`src/hdl/rcnp_pkg.sv`:
```
// rcnp_pkg: shared constants, word types and the coil mask function
// for the ring coil needle positioner; no dependencies
`default_nettype none

package rcnp_pkg;

	localparam int NUM_COILS   = 16;
	localparam int NUM_SLOTS   = 2 * NUM_COILS;
	localparam int SLOT_W      = $clog2(NUM_SLOTS);
	localparam int COIL_W      = $clog2(NUM_COILS);
	localparam int MASK_W      = 16;
	localparam int TH_W        = 5;
	localparam int CNT_W       = $clog2(NUM_COILS + 1);
	localparam int MAX_RESULTS = 16;
	localparam int QUEUE_DEPTH = 2;
	localparam int QP_W        = $clog2(QUEUE_DEPTH);
	localparam int QC_W        = $clog2(QUEUE_DEPTH + 1);
	localparam int ADDR_W      = 3;
	localparam int DATA_W      = 32;
	localparam int REG_SEL_BIT = 2;

	localparam logic REG_NEAR = 1'b0;
	localparam logic REG_FAR  = 1'b1;

	localparam logic ACT_SEEK     = 1'b0;
	localparam logic ACT_CONVERGE = 1'b1;

	localparam logic [TH_W-1:0] NEAR_RESET = TH_W'(3);
	localparam logic [TH_W-1:0] FAR_RESET  = TH_W'(6);

	typedef struct packed {
		logic              action;
		logic [SLOT_W-1:0] target_slot;
	} in_word_t;

	typedef struct packed {
		logic [MASK_W-1:0] coil_mask;
		logic [SLOT_W-1:0] slot;
		logic              moved;
		logic              last;
	} out_word_t;

	typedef struct packed {
		logic [TH_W-1:0] near_threshold;
		logic [TH_W-1:0] far_threshold;
	} cfg_t;

	// count of zero means no move: one word with the current slot
	typedef struct packed {
		logic             fwd;
		logic [CNT_W-1:0] count;
	} cmd_t;

	function automatic logic [MASK_W-1:0] coil_mask_of(input logic [SLOT_W-1:0] s);
		logic [COIL_W-1:0] c;
		logic [MASK_W-1:0] m;
		c = s[SLOT_W-1:1];
		m = '0;
		m[c] = 1'b1;
		if (s[0]) begin
			m[c + COIL_W'(1)] = 1'b1;
		end
		return m;
	endfunction

endpackage

`default_nettype wire

```
`src/hdl/rcnp_front.sv`:
```
// rcnp_front: accepts input words, picks direction and step count
// from its own copy of the slot; uses rcnp_pkg
`default_nettype none

module rcnp_front (
	input  wire logic              clk,
	input  wire logic              arst_n,
	input  wire logic              item_valid,
	output logic                   item_stall,
	input  wire rcnp_pkg::in_word_t item,
	input  wire rcnp_pkg::cfg_t    cfg,
	input  wire logic              q_full,
	output logic                   q_push,
	output rcnp_pkg::cmd_t         q_cmd
);
	import rcnp_pkg::*;

	localparam logic [SLOT_W-1:0] HALF = SLOT_W'(NUM_COILS);

	logic [SLOT_W-1:0] slot_q;
	logic [SLOT_W-1:0] fwd_dist;
	logic [SLOT_W-1:0] ring_dist;
	logic [CNT_W-1:0]  dist_c;
	logic [CNT_W-1:0]  lim;
	logic [CNT_W-1:0]  count;
	logic              forward;

	always_comb begin
		fwd_dist  = item.target_slot - slot_q;
		forward   = (fwd_dist != '0) && (fwd_dist < HALF);
		ring_dist = (fwd_dist <= HALF) ? fwd_dist : (SLOT_W'(0) - fwd_dist);
		dist_c    = CNT_W'(ring_dist);
		lim       = CNT_W'(1);
		if (item.action == ACT_SEEK) begin
			lim = CNT_W'(MAX_RESULTS);
		end else begin
			if (ring_dist > SLOT_W'(cfg.near_threshold)) begin
				lim = CNT_W'(2);
			end
			if ((ring_dist > SLOT_W'(cfg.far_threshold)) && (item.target_slot < HALF)) begin
				lim = CNT_W'(3);
			end
		end
		if (fwd_dist == '0) begin
			count = '0;
		end else begin
			count = (lim < dist_c) ? lim : dist_c;
		end
	end

	assign item_stall  = q_full;
	assign q_push      = item_valid && !q_full;
	assign q_cmd.fwd   = forward;
	assign q_cmd.count = count;

	always_ff @(posedge clk or negedge arst_n) begin
		if (!arst_n) begin
			slot_q <= '0;
		end else if (q_push) begin
			if (forward) begin
				slot_q <= slot_q + SLOT_W'(count);
			end else begin
				slot_q <= slot_q - SLOT_W'(count);
			end
		end
	end

endmodule

`default_nettype wire

```
`src/hdl/rcnp_queue.sv`:
```
// rcnp_queue: short command queue between front and back
// uses rcnp_pkg
`default_nettype none

module rcnp_queue (
	input  wire logic           clk,
	input  wire logic           arst_n,
	input  wire logic           push,
	input  wire rcnp_pkg::cmd_t push_cmd,
	input  wire logic           pop,
	output logic                full,
	output logic                not_empty,
	output rcnp_pkg::cmd_t      head
);
	import rcnp_pkg::*;

	cmd_t            entry_q [QUEUE_DEPTH];
	logic [QP_W-1:0] wr_ptr_q;
	logic [QP_W-1:0] rd_ptr_q;
	logic [QC_W-1:0] fill_q;

	assign full      = (fill_q == QC_W'(QUEUE_DEPTH));
	assign not_empty = (fill_q != '0);
	assign head      = entry_q[rd_ptr_q];

	always_ff @(posedge clk) begin
		if (push) begin
			entry_q[wr_ptr_q] <= push_cmd;
		end
	end

	always_ff @(posedge clk or negedge arst_n) begin
		if (!arst_n) begin
			wr_ptr_q <= '0;
			rd_ptr_q <= '0;
			fill_q   <= '0;
		end else begin
			if (push) begin
				wr_ptr_q <= (wr_ptr_q == QP_W'(QUEUE_DEPTH - 1)) ? '0 : wr_ptr_q + QP_W'(1);
			end
			if (pop) begin
				rd_ptr_q <= (rd_ptr_q == QP_W'(QUEUE_DEPTH - 1)) ? '0 : rd_ptr_q + QP_W'(1);
			end
			if (push && !pop) begin
				fill_q <= fill_q + QC_W'(1);
			end else if (pop && !push) begin
				fill_q <= fill_q - QC_W'(1);
			end
		end
	end

`ifndef ASSERT_OFF
	a_pop_not_empty: assert property (@(posedge clk) disable iff (!arst_n)
		pop |-> not_empty) else $error("pop from empty queue");
	a_push_not_full: assert property (@(posedge clk) disable iff (!arst_n)
		push |-> !full) else $error("push into full queue");
`endif

endmodule

`default_nettype wire

```
`src/hdl/rcnp_back.sv`:
```
// rcnp_back: steps the needle one slot per word and drives the result
// register; uses rcnp_pkg
`default_nettype none

module rcnp_back (
	input  wire logic           clk,
	input  wire logic           arst_n,
	input  wire logic           cmd_valid,
	input  wire rcnp_pkg::cmd_t cmd,
	output logic                pop,
	output logic                result_valid,
	input  wire logic           result_stall,
	output rcnp_pkg::out_word_t result
);
	import rcnp_pkg::*;

	logic [SLOT_W-1:0] slot_q;
	logic [CNT_W-1:0]  cnt_q;
	logic              rv_q;
	out_word_t         res_q;
	logic              load;
	logic              fire;
	logic              no_move;
	logic              last;
	logic [SLOT_W-1:0] next_slot;

	always_comb begin
		load    = !rv_q || !result_stall;
		fire    = cmd_valid && load;
		no_move = (cmd.count == '0);
		last    = no_move || ((cnt_q + CNT_W'(1)) == cmd.count);
		if (no_move) begin
			next_slot = slot_q;
		end else if (cmd.fwd) begin
			next_slot = slot_q + SLOT_W'(1);
		end else begin
			next_slot = slot_q - SLOT_W'(1);
		end
	end

	assign pop          = fire && last;
	assign result_valid = rv_q;
	assign result       = res_q;

	always_ff @(posedge clk) begin
		if (fire) begin
			res_q.coil_mask <= coil_mask_of(next_slot);
			res_q.slot      <= next_slot;
			res_q.moved     <= !no_move;
			res_q.last      <= last;
		end
	end

	always_ff @(posedge clk or negedge arst_n) begin
		if (!arst_n) begin
			slot_q <= '0;
			cnt_q  <= '0;
			rv_q   <= 1'b0;
		end else begin
			if (fire) begin
				slot_q <= next_slot;
				cnt_q  <= last ? '0 : cnt_q + CNT_W'(1);
				rv_q   <= 1'b1;
			end else if (load) begin
				rv_q <= 1'b0;
			end
		end
	end

`ifndef ASSERT_OFF
	a_idle_is_last: assert property (@(posedge clk) disable iff (!arst_n)
		(rv_q && !res_q.moved) |-> res_q.last) else $error("no-move word not last");
	a_cnt_in_range: assert property (@(posedge clk) disable iff (!arst_n)
		(cmd_valid && !no_move) |-> (cnt_q < cmd.count)) else $error("step count overrun");
`endif

endmodule

`default_nettype wire

```
`src/hdl/ring_coil_needle_positioner.sv`:
```
// ring_coil_needle_positioner: top level with threshold registers
// depends on rcnp_pkg, rcnp_front, rcnp_queue, rcnp_back
//
//   port group  direction  contents
//   item        in         action, target_slot; item_valid / item_stall
//   result      out        coil_mask, slot, moved, last; result_valid / result_stall
//   apb         in/out     near_threshold at 0x0, far_threshold at 0x4
//
// an item enters the two-entry queue in the cycle it is accepted
// the back emits one word per cycle while result_stall is low: an item with n
// steps gives n words, one word when no move is needed, sixteen at most
// reset puts the needle at slot 0 and thresholds at 3 and 6
// item_stall rises only while the queue is full; result_stall holds the word
`default_nettype none

module ring_coil_needle_positioner (
	input  wire logic                          clk,
	input  wire logic                          arst_n,
	input  wire logic                          item_valid,
	output logic                               item_stall,
	input  wire rcnp_pkg::in_word_t            item,
	output logic                               result_valid,
	input  wire logic                          result_stall,
	output rcnp_pkg::out_word_t                result,
	input  wire logic                          psel,
	input  wire logic                          penable,
	input  wire logic                          pwrite,
	input  wire logic [rcnp_pkg::ADDR_W-1:0]   paddr,
	input  wire logic [rcnp_pkg::DATA_W-1:0]   pwdata,
	output logic [rcnp_pkg::DATA_W-1:0]        prdata,
	output logic                               pready
);
	import rcnp_pkg::*;

	cfg_t cfg_q;
	logic wr_en;
	logic q_full;
	logic q_push;
	logic q_not_empty;
	logic q_pop;
	cmd_t push_cmd;
	cmd_t head_cmd;

	assign pready = 1'b1;
	assign wr_en  = psel && penable && pwrite;

	always_ff @(posedge clk or negedge arst_n) begin
		if (!arst_n) begin
			cfg_q.near_threshold <= NEAR_RESET;
			cfg_q.far_threshold  <= FAR_RESET;
		end else if (wr_en) begin
			case (paddr[REG_SEL_BIT])
				REG_NEAR: cfg_q.near_threshold <= pwdata[TH_W-1:0];
				REG_FAR:  cfg_q.far_threshold  <= pwdata[TH_W-1:0];
				default: ;
			endcase
		end
	end

	always_comb begin
		case (paddr[REG_SEL_BIT])
			REG_NEAR: prdata = DATA_W'(cfg_q.near_threshold);
			REG_FAR:  prdata = DATA_W'(cfg_q.far_threshold);
			default:  prdata = '0;
		endcase
	end

	rcnp_front u_front (
		.clk        (clk),
		.arst_n     (arst_n),
		.item_valid (item_valid),
		.item_stall (item_stall),
		.item       (item),
		.cfg        (cfg_q),
		.q_full     (q_full),
		.q_push     (q_push),
		.q_cmd      (push_cmd)
	);

	rcnp_queue u_queue (
		.clk       (clk),
		.arst_n    (arst_n),
		.push      (q_push),
		.push_cmd  (push_cmd),
		.pop       (q_pop),
		.full      (q_full),
		.not_empty (q_not_empty),
		.head      (head_cmd)
	);

	rcnp_back u_back (
		.clk          (clk),
		.arst_n       (arst_n),
		.cmd_valid    (q_not_empty),
		.cmd          (head_cmd),
		.pop          (q_pop),
		.result_valid (result_valid),
		.result_stall (result_stall),
		.result       (result)
	);

endmodule

`default_nettype wire
```
`config.mk`:
```
export PLATFORM = sky130hd
export DESIGN_NAME = ring_coil_needle_positioner
export DESIGN_NICKNAME = d
export VERILOG_FILES = /design/src/hdl/rcnp_pkg.sv /design/src/hdl/rcnp_front.sv /design/src/hdl/rcnp_queue.sv /design/src/hdl/rcnp_back.sv /design/src/hdl/ring_coil_needle_positioner.sv
export SDC_FILE = /design/constraint.sdc
export NUM_CORES = 1
export LEC_CHECK = 0
export BUFFER_PORTS_ARGS = -buffer_cell sky130_fd_sc_hd__buf_2
export CORE_ASPECT_RATIO = 1.4
export CORE_MARGIN = 1.5
export CORE_UTILIZATION = 58
export DETAILED_ROUTE_END_ITERATION = 12
export MAX_ROUTING_LAYER = met4
export PLACE_DENSITY_LB_ADDON = 0.12
export REMOVE_ABC_BUFFERS = 1
export SLEW_MARGIN = 20
export SYNTH_ARGS = -nofsm -noshare
export SYNTH_HDL_FRONTEND = slang
export SYNTH_SLANG_ARGS = --single-unit
```
`constraint.sdc`:
```
create_clock -name clk -period 14.45 [get_ports clk]
set_input_delay 1.445 -clock clk [delete_from_list [all_inputs] [get_ports clk]]
set_output_delay 1.445 -clock clk [all_outputs]
set_load 0.1 [all_outputs]
```
==> results of run 1 <==
[sequential cells by signal (all words and copies together), names as in the netlist]
| name | cells |
|---|---|
| u_queue.fill_q | 2 |
| u_queue.rd_ptr_q | 1 |
| u_back.cnt_q | 5 |
| u_back.slot_q | 5 |
| u_queue.entry_q | 12 |
| u_back.result | 23 |
| u_queue.wr_ptr_q | 1 |
| cfg_q | 10 |
| u_back.result_valid | 1 |
| u_front.slot_q | 5 |
[per-stage QoR]
stage | hold slack, ns | utilization
CTS | 0.4991 | 0.6582
detailed placement | 0.4864 | 0.6322
global route | 0.5271 | 0.6582
floorplan | 0.4608 | -
global placement | 0.4663 | 0.6322
finish | 0.4952 | 0.6582
[worst max-delay path: cells and delay by family]
| family | cells | cell delay [ns] |
|---|---|---|
| xor gates and xnor gates | 3 | 0.70 |
| and+or+nand+nor | 11 | 1.56 |
| adders and majority gates | 6 | 1.78 |
| buffers and inverters | 2 | 0.10 |
| AOI/OAI and AO/OA | 10 | 2.77 |
| muxes | 1 | 0.29 |
[layer usage]
layer  global-route usage  wire, µm  vias up
li1                     -         -     1481
met1               0.2351      2962     1370
met2               0.3935      4226       80
met3              0.04985       331        9
met4              0.08671       128        0
met5                    -         0        -
[kinds of logic after synthesis]
| group | count (synthesis) | share of synthesized area |
|---|---|---|
| xor gates and xnor gates | 30 | 0.06683 |
| DFF | 65 | 0.4347 |
| buffers and inverters | 66 | 0.08549 |
| and+or+nand+nor | 115 | 0.1261 |
| AOI/OAI and AO/OA | 73 | 0.1174 |
| other | 2 | 0.001807 |
| adders and majority gates | 30 | 0.09573 |
| muxes | 28 | 0.07194 |
[worst max path at each step]
stage | start | to | cells past startpoint
after floorplan | item[0] | u_front.slot_q[4] | 32
after global placement | item[0] | u_front.slot_q[4] | 33
after detailed placement | item[0] | u_front.slot_q[4] | 33
after CTS | item[0] | u_front.slot_q[4] | 33
after global routing | item[0] | u_front.slot_q[4] | 33
final | item[0] | u_front.slot_q[4] | 33
[synth_stat cells, drive strengths merged, types with 4 or more instances]
library cell / count
dfrtp: 26
edfxtp: 35
nand3: 7
and3: 6
mux2: 15
dfstp: 4
buf: 30
ha: 27
nor3: 6
o21ai: 24
xnor2: 17
nand4: 5
xor2: 13
clkbuf: 4
inv: 32
a21o: 5
nand2: 41
nor2: 35
mux2i: 13
a21oi: 17
[cell type report]
type / instances / area (µm²) / area share
Clock inverter: 3 / 41.29 / 0.009044
Tap cell: 95 / 118.9 / 0.02603
Sequential cell: 65 / 1807 / 0.3957
Clock buffer: 13 / 138.9 / 0.03042
Timing Repair Buffer: 49 / 247.7 / 0.05426
Multi-Input combinational cell: 304 / 2092 / 0.4582
Inverter: 32 / 120.1 / 0.02631
==> impl_metrics.json, run 1 <==
{
  "worst_r2r_endpoint": "u_front.slot_q[4]",
  "maxCapViolations": 0,
  "synth.distinct_cells": 58,
  "tritoncts": "built",
  "cts_hold_buf": 0,
  "clock_tree.root_cell": "clkbuf_8",
  "ys.flop_type": "edfxtp_1",
  "antenna_found_initial": 0,
  "critPathCaptureType": "flop",
  "std_cell_rows": 36,
  "placed_cells": 545,
  "critPathLaunchType": "input port",
  "dr_total_vias": 2940,
  "wl_per_cell_um": 13.63,
  "timing.critical_path.required_ns": 14.68,
  "ys_top_cells_by_area": "edfxtp_1, dfrtp_1, ha_1",
  "rsz0062_at_grt": "false",
  "critical_path.most_common_cell": "ha_1",
  "min-delay-path-class": "flop to flop",
  "dp.final_hpwl_mm": 5.869,
  "worst_skew_pair.late_latency_ns": 0.34,
  "postSynth.asyncResetShare": 0.4615,
  "post_cts_resize_count": 0,
  "pin_count_of_the_biggest_net_entering_global_routing": 31,
  "synth.largest_area_cell": "edfxtp_1",
  "post-synth-top-area-fraction": 0.2529,
  "mostFrequentLayoutCell": "buf_2",
  "floorplan.die_area_um2": 7690,
  "die_w_um": 74.55,
  "detailed_place.area_um2": 4385,
  "yosysSeqAreaShare": 0.4347,
  "synthesis.yosys.warnings": 0,
  "layout.cells.non_filler": 561,
  "setup_ws_ns": 5.998,
  "setup_viol_count_final": 0,
  "drc": 0,
  "drive_above_1_share": 0.1888,
  "cpMaxStageDelayCell": "a2111oi_0",
  "netlist_instances": 409,
  "worst-r2r-setup-slack_ns": 6.79,
  "worstHoldEndpoint": "u_queue.wr_ptr_q",
  "slew_viol_final": 0,
  "initial_core_util": 0.5992,
  "crit_path_max_incr_delay_ns": 0.57,
  "detailedRoute.firstIterationViolations": 117,
  "areaGrowthSynthToFinish_pct": 9.844,
  "cts_setup_buffers": 0,
  "finClkSkew_ns": 0.006775,
  "dr.pass1.iters": 6,
  "postRouteWirelength_mm": 7.648,
  "layout.filler_cells": 601,
  "die_y_um": 103.2,
  "via_per_inst": 5.241,
  "synthesis.area_um2": 4156,
  "final_cell_mix": "buf_2, nand2_1, nor2_1, edfxtp_1, inv_1",
  "cts_max_level": 3,
  "worstReg2RegStart": "u_front.slot_q[0]",
  "grt_overflow_total": 0,
  "relSlewSlack": 0.3730,
  "count_of_cells_along_the_worst_register_to_register_path": 31,
  "fin_tns_setup_ns": 0,
  "tightest_slew_ns": 0.9338,
  "cts.path.max_buffers": 2,
  "grt.total_usage": 0.2215,
  "signal_arrival_time_at_the_worst_endpoint_ns": 8.68,
  "io_pins": 106,
  "pre_cts_ws_ns": 5.782,
  "global_route_wire_length_before_repair_mm": 12.38,
  "report.final.hold_viol_count": 0,
  "antennaDiodeCount": 0,
  "gp_congestion": 0.9062,
  "min_delay_src": "u_queue.wr_ptr_q",
  "layout_net_count": 539,
  "ys_ff_latch": 65,
  "floorplan.core_area_um2": 6937,
  "setup.worst_path.class": "input port to flop",
  "fin_area_um2": 4566,
  "outcome": "completed",
  "fmax_mhz": 118.3,
  "cts_buffers": 9,
  "ant_nets": 0,
  "avgSynthCellArea_um2": 10.16,
  "min_period_ns": 8.452,
  "placement.io_buffers": 48,
  "tritoncts_num_sinks": 65,
  "post-route-period-util": 0.5849,
  "first_global_vias": 2767,
  "synth_enable_flop_cells": 35,
  "crit_path_max_fanout": 5,
  "clk_pin_slew_ns": 0.07,
  "whs_path_depth": 1
}
Power of run 1 is not shown: default switching activity piles up to over one toggle a cycle in this logic, so the estimate is an artifact.
==> run 2: changes to the inputs <==
Settings changed: ABC_AREA from default to 1, CORE_UTILIZATION 58 to 48.
Clock period 14.45 ns to 7.3 ns, I/O delays scaled along.
==> impl_metrics.json, run 2 <==
{
  "dp.final_hpwl_mm": 5.770,
  "ant_nets": 0,
  "drc": 0,
  "synth.distinct_cells": 37,
  "signal_arrival_time_at_the_worst_endpoint_ns": 5.81,
  "cts.path.max_buffers": 2,
  "synth.most_common_cell": "nand2_1",
  "netlist_instances": 467,
  "synth.largest_area_cell": "edfxtp_1",
  "worst_skew_pair.late_latency_ns": 0.33,
  "die_y_um": 111.8,
  "dr.pass1.iters": 4,
  "min-delay-path-class": "input port to async pin",
  "tritoncts": "built",
  "clock_tree.root_cell": "clkbuf_16",
  "ys_top_cells_by_area": "edfxtp_1, dfrtp_1, nand2_1",
  "relSlewSlack": 0.3837,
  "drive_above_1_share": 0.1787,
  "synth_enable_flop_cells": 35,
  "post-route-period-util": 0.7666,
  "tritoncts_num_sinks": 65,
  "cts_hold_buf": 0,
  "finClkSkew_ns": 0.006234,
  "fin_tns_setup_ns": 0,
  "worst-r2r-setup-slack_ns": 1.78,
  "placed_cells": 612,
  "fmax_mhz": 178.7,
  "maxCapViolations": 0,
  "timing.critical_path.required_ns": 7.51,
  "antennaDiodeCount": 0,
  "grt.total_usage": 0.1851,
  "floorplan.core_area_um2": 8198,
  "avgSynthCellArea_um2": 8.683,
  "die_w_um": 80.68,
  "count_of_cells_along_the_worst_register_to_register_path": 35,
  "setup.worst_path.class": "input port to flop",
  "ys_top_cells_by_count": "nand2_1, inv_1, edfxtp_1",
  "pin_count_of_the_biggest_net_entering_global_routing": 31,
  "grt_overflow_total": 0,
  "tightest_slew_ns": 0.9188,
  "final_cell_mix": "nand2_1, inv_1, buf_2",
  "postSynth.asyncResetShare": 0.4615,
  "synthesis.area_um2": 4055,
  "layout_net_count": 599,
  "detailedRoute.firstIterationViolations": 116,
  "worst_r2r_endpoint": "u_front.slot_q[4]",
  "wl_per_cell_um": 11.76,
  "cts_setup_buffers": 0,
  "rsz0062_at_grt": "false",
  "largest_register_ff_count": 23,
  "outcome": "completed",
  "floorplan.die_area_um2": 9016,
  "first_global_vias": 2929,
  "gp_congestion": 0.7899,
  "slew_viol_final": 0,
  "initial_core_util": 0.4947,
  "io_pins": 106,
  "areaGrowthSynthToFinish_pct": 12.80,
  "critPathCaptureType": "flop",
  "dr_total_vias": 3042,
  "postRouteWirelength_mm": 7.383,
  "mostFrequentLayoutCell": "nand2_1",
  "placement.io_buffers": 48,
  "cpMaxStageDelayCell": "fa_1",
  "setup_viol_count_final": 0,
  "global_route_wire_length_before_repair_mm": 12.53,
  "layout.cells.non_filler": 628,
  "ys.flop_type": "edfxtp_1",
  "yosysSeqAreaShare": 0.4455,
  "synthesis.yosys.warnings": 0,
  "crit_path_max_incr_delay_ns": 0.53,
  "crit_path_max_fanout": 7,
  "critPathLaunchType": "input port",
  "antenna_found_initial": 0,
  "clk_pin_slew_ns": 0.05,
  "post_cts_resize_count": 0,
  "worstReg2RegStart": "u_front.slot_q[0]",
  "cts_max_level": 3,
  "cts_buffers": 9,
  "fin_util": 0.5580,
  "std_cell_rows": 39,
  "via_per_inst": 4.844,
  "min_period_ns": 5.596,
  "report.final.hold_viol_count": 0,
  "post-synth-top-area-fraction": 0.2592,
  "ys_ff_latch": 65
}
==> run 2: kinds of logic after synthesis <==
group,Yosys count,synth area share
simple gates,183,0.1990
buf+inv,107,0.1262
flops,65,0.4455
compound gates,57,0.07837
fa+ha+maj,30,0.09812
xor+xnor,19,0.04104
mux,4,0.009874
other cells,2,0.001852
==> run 2: how the worst max path moves through the flow <==
stage	startpoint	end	slack [ns]	depth (start not counted)
3_3_place_gp	item[0]	u_front.slot_q[4]	1.55	41
3_5_place_dp	item[0]	u_front.slot_q[4]	1.44	37
5_1_grt	item[0]	u_front.slot_q[4]	1.33	40
4_1_cts	item[0]	u_front.slot_q[4]	1.77	37
6_report	item[0]	u_front.slot_q[4]	1.70	37
2_1_floorplan	item[0]	u_front.slot_q[4]	2.05	38
==> run 2: through the flow <==
step / hold WS [ns] / cell area, µm² / setup WS [ns]
6_report: 0.4552 / 4574 / 1.704
5_1_grt: 0.5064 / 4574 / 1.325
4_1_cts: 0.4821 / 4574 / 1.767
3_5_place_dp: 0.4759 / 4298 / 1.442
3_3_place_gp: 0.4683 / 4298 / 1.552
2_1_floorplan: 0.4344 / 3923 / 2.051
==> run 2: area by class of cell <==
cell class | count | area [µm²]
well taps | 102 | 127.6
multi-input cells | 321 | 1834
clock buffers | 13 | 260.3
repair buffers | 49 | 247.7
fillers | 777 | 3623
clock inverters | 3 | 16.27
inverters | 75 | 281.5
flip-flops and latches | 65 | 1807
==> run 2: worst max-delay path, delay by kind of cell <==
kind | cells | cell delay [ns]
fa+ha+maj | 7 | 2.15
simple gates | 19 | 1.90
buf+inv | 8 | 0.51
compound gates | 3 | 0.50
==> run 2: layer usage <==
layer	wire length, µm	GRT usage
met1	2991	0.1928
met2	4020	0.3272
met3	307	0.04262
met4	64	0.07701
met5	0	-
Power of run 2 is left out for the same reason.
==> run 3: changes to the inputs <==
Settings changed: CORE_UTILIZATION 48 to 54.
Clock period 7.3 ns to 5.42 ns, I/O delays scaled along.
==> impl_metrics.json, run 3 (same netlist as run 2, synthesis figures left out) <==
{
  "post-route-period-util": 0.9540,
  "routed_length_on_met2_mm": 4.247,
  "final_cell_mix": "nand2_1, inv_1, buf_2",
  "worst_r2r_endpoint": "u_front.slot_q[3]",
  "critical_path.most_common_cell": "nand2_1",
  "die_w_um": 76.24,
  "pin_count_of_the_biggest_net_entering_global_routing": 31,
  "min-delay-path-class": "input port to async pin",
  "timing.critical_path.required_ns": 5.61,
  "first_global_vias": 2917,
  "fmax_mhz": 193.4,
  "setup_viol_count_final": 0,
  "critPathLaunchType": "flop",
  "tritoncts": "built",
  "grt_overflow_total": 0,
  "cts_max_level": 3,
  "placement.io_buffers": 48,
  "critPathCaptureType": "flop",
  "floorplan.die_area_um2": 8046,
  "via_per_inst": 4.802,
  "antenna_found_initial": 0,
  "std_cell_rows": 37,
  "io_pins": 106,
  "layout.filler_cells": 634,
  "min_period_ns": 5.171,
  "report.final.hold_viol_count": 0,
  "detailed_place.area_um2": 4419,
  "crit_path_max_fanout": 5,
  "global_route_wire_length_before_repair_mm": 12.56,
  "dp.final_hpwl_mm": 5.635,
  "worstReg2RegStart": "u_front.slot_q[0]",
  "cts.path.max_buffers": 2,
  "dr_total_vias": 3088,
  "tightest_slew_ns": 0.9654,
  "met3RoutedLength_um": 220,
  "layout_net_count": 619,
  "areaGrowthSynthToFinish_pct": 18.73,
  "count_of_cells_along_the_worst_register_to_register_path": 35,
  "fin_area_um2": 4815,
  "floorplan.core_area_um2": 7315,
  "multi_input_comb_area_um2": 1996,
  "topRoutingLayerUsed": "met4",
  "gp_congestion": 0.8569,
  "rsz0062_at_grt": "true",
  "crit_path_max_incr_delay_ns": 0.61,
  "clk_pin_slew_ns": 0.07,
  "register_area_um2": 1808,
  "signal_arrival_time_at_the_worst_endpoint_ns": 5.36,
  "detailedRoute.firstIterationViolations": 139,
  "slew_viol_final": 0,
  "clock_tree.root_cell": "clkbuf_8",
  "relSlewSlack": 0.3521,
  "worst-r2r-setup-slack_ns": 0.25,
  "antennaDiodeCount": 0,
  "dr.pass1.iters": 5,
  "tritoncts_num_sinks": 65,
  "die_y_um": 105.5,
  "postRouteWirelength_mm": 7.537,
  "ant_nets": 0,
  "grt.total_usage": 0.2043,
  "largest_register_ff_count": 23,
  "setup.worst_path.class": "flop to flop",
  "mostFrequentLayoutCell": "nand2_1",
  "cts_buffers": 9,
  "wl_per_cell_um": 11.72,
  "drc": 0,
  "drive_above_1_share": 0.2619,
  "outcome": "completed",
  "maxCapViolations": 0,
  "finClkSkew_ns": 0.01083,
  "initial_core_util": 0.5544,
  "cpMaxStageDelayCell": "fa_2",
  "worst_skew_pair.late_latency_ns": 0.33,
  "drt-met1-wl_mm": 2.966
}
==> run 3: cell types whose count changed in the layout (fill, tap and decap cells not counted), sizes merged <==
cell	delta
buf	+20
clkbuf	-3
bufinv	+2
clkinv	+2
clkinvlp	-1
==> run 3: per-layer routing <==
layer  track usage  up-vias
met5             -        -
met4       0.07407        0
met3       0.03723        8
met2        0.3769       59
met1        0.2161     1427
li1              -     1594
==> run 3: cell type report <==
cell class	count	area share
repair buffers	69	0.08264
clock inverters	6	0.01715
well taps	97	0.02521
multi-input cells	321	0.4145
clock buffers	10	0.02651
inverters	75	0.05847
flip-flops and latches	65	0.3755
==> run 3: worst max-delay path by stage <==
| stage | start | to | cells after the start | slack, ns |
|---|---|---|---|---|
| floorplan | item[0] | u_front.slot_q[4] | 38 | 0.36 |
| global placement | item[0] | u_front.slot_q[4] | 39 | -0.03 |
| detailed placement | item[0] | u_front.slot_q[4] | 39 | -0.11 |
| CTS | u_front.slot_q[0] | u_front.slot_q[4] | 39 | 0.07 |
| global route | u_front.slot_q[0] | u_front.slot_q[3] | 35 | -0.08 |
| finish | u_front.slot_q[0] | u_front.slot_q[3] | 35 | 0.25 |
==> run 3: worst max-delay path: cells and delay by family, from the launching register on <==
family	cells	cell delay, ns
adder cells (fa/ha/maj)	7	1.96
AND/OR/NAND/NOR	19	1.48
flip-flops	1	0.46
AO/OA/AOI/OAI	3	0.40
XOR/XNOR	2	0.39
buffers and inverters	4	0.33
==> run 3: repair_timing <==
item                                    CTS  global route
endpoints found under the setup margin    0             3
gates resized for setup                   0            35
buffers inserted                          0             3
endpoints found under the hold margin     0             0
hold buffers                              0             0
==> run 3: per-stage QoR <==
step                utilization  instances  TNS [ns]  hold slack, ns  setup slack, ns
floorplan                     -        461         0          0.2464           0.3585
global placement         0.6042        624  -0.02985          0.4734         -0.02985
detailed placement       0.6042        624   -0.1058          0.4817          -0.1058
CTS                      0.6329        640         0          0.2712          0.06534
global route             0.6582        643   -0.1130          0.3032         -0.07968
finish                   0.6582        643         0          0.2578           0.2494
Power of run 3 is left out for the same reason.
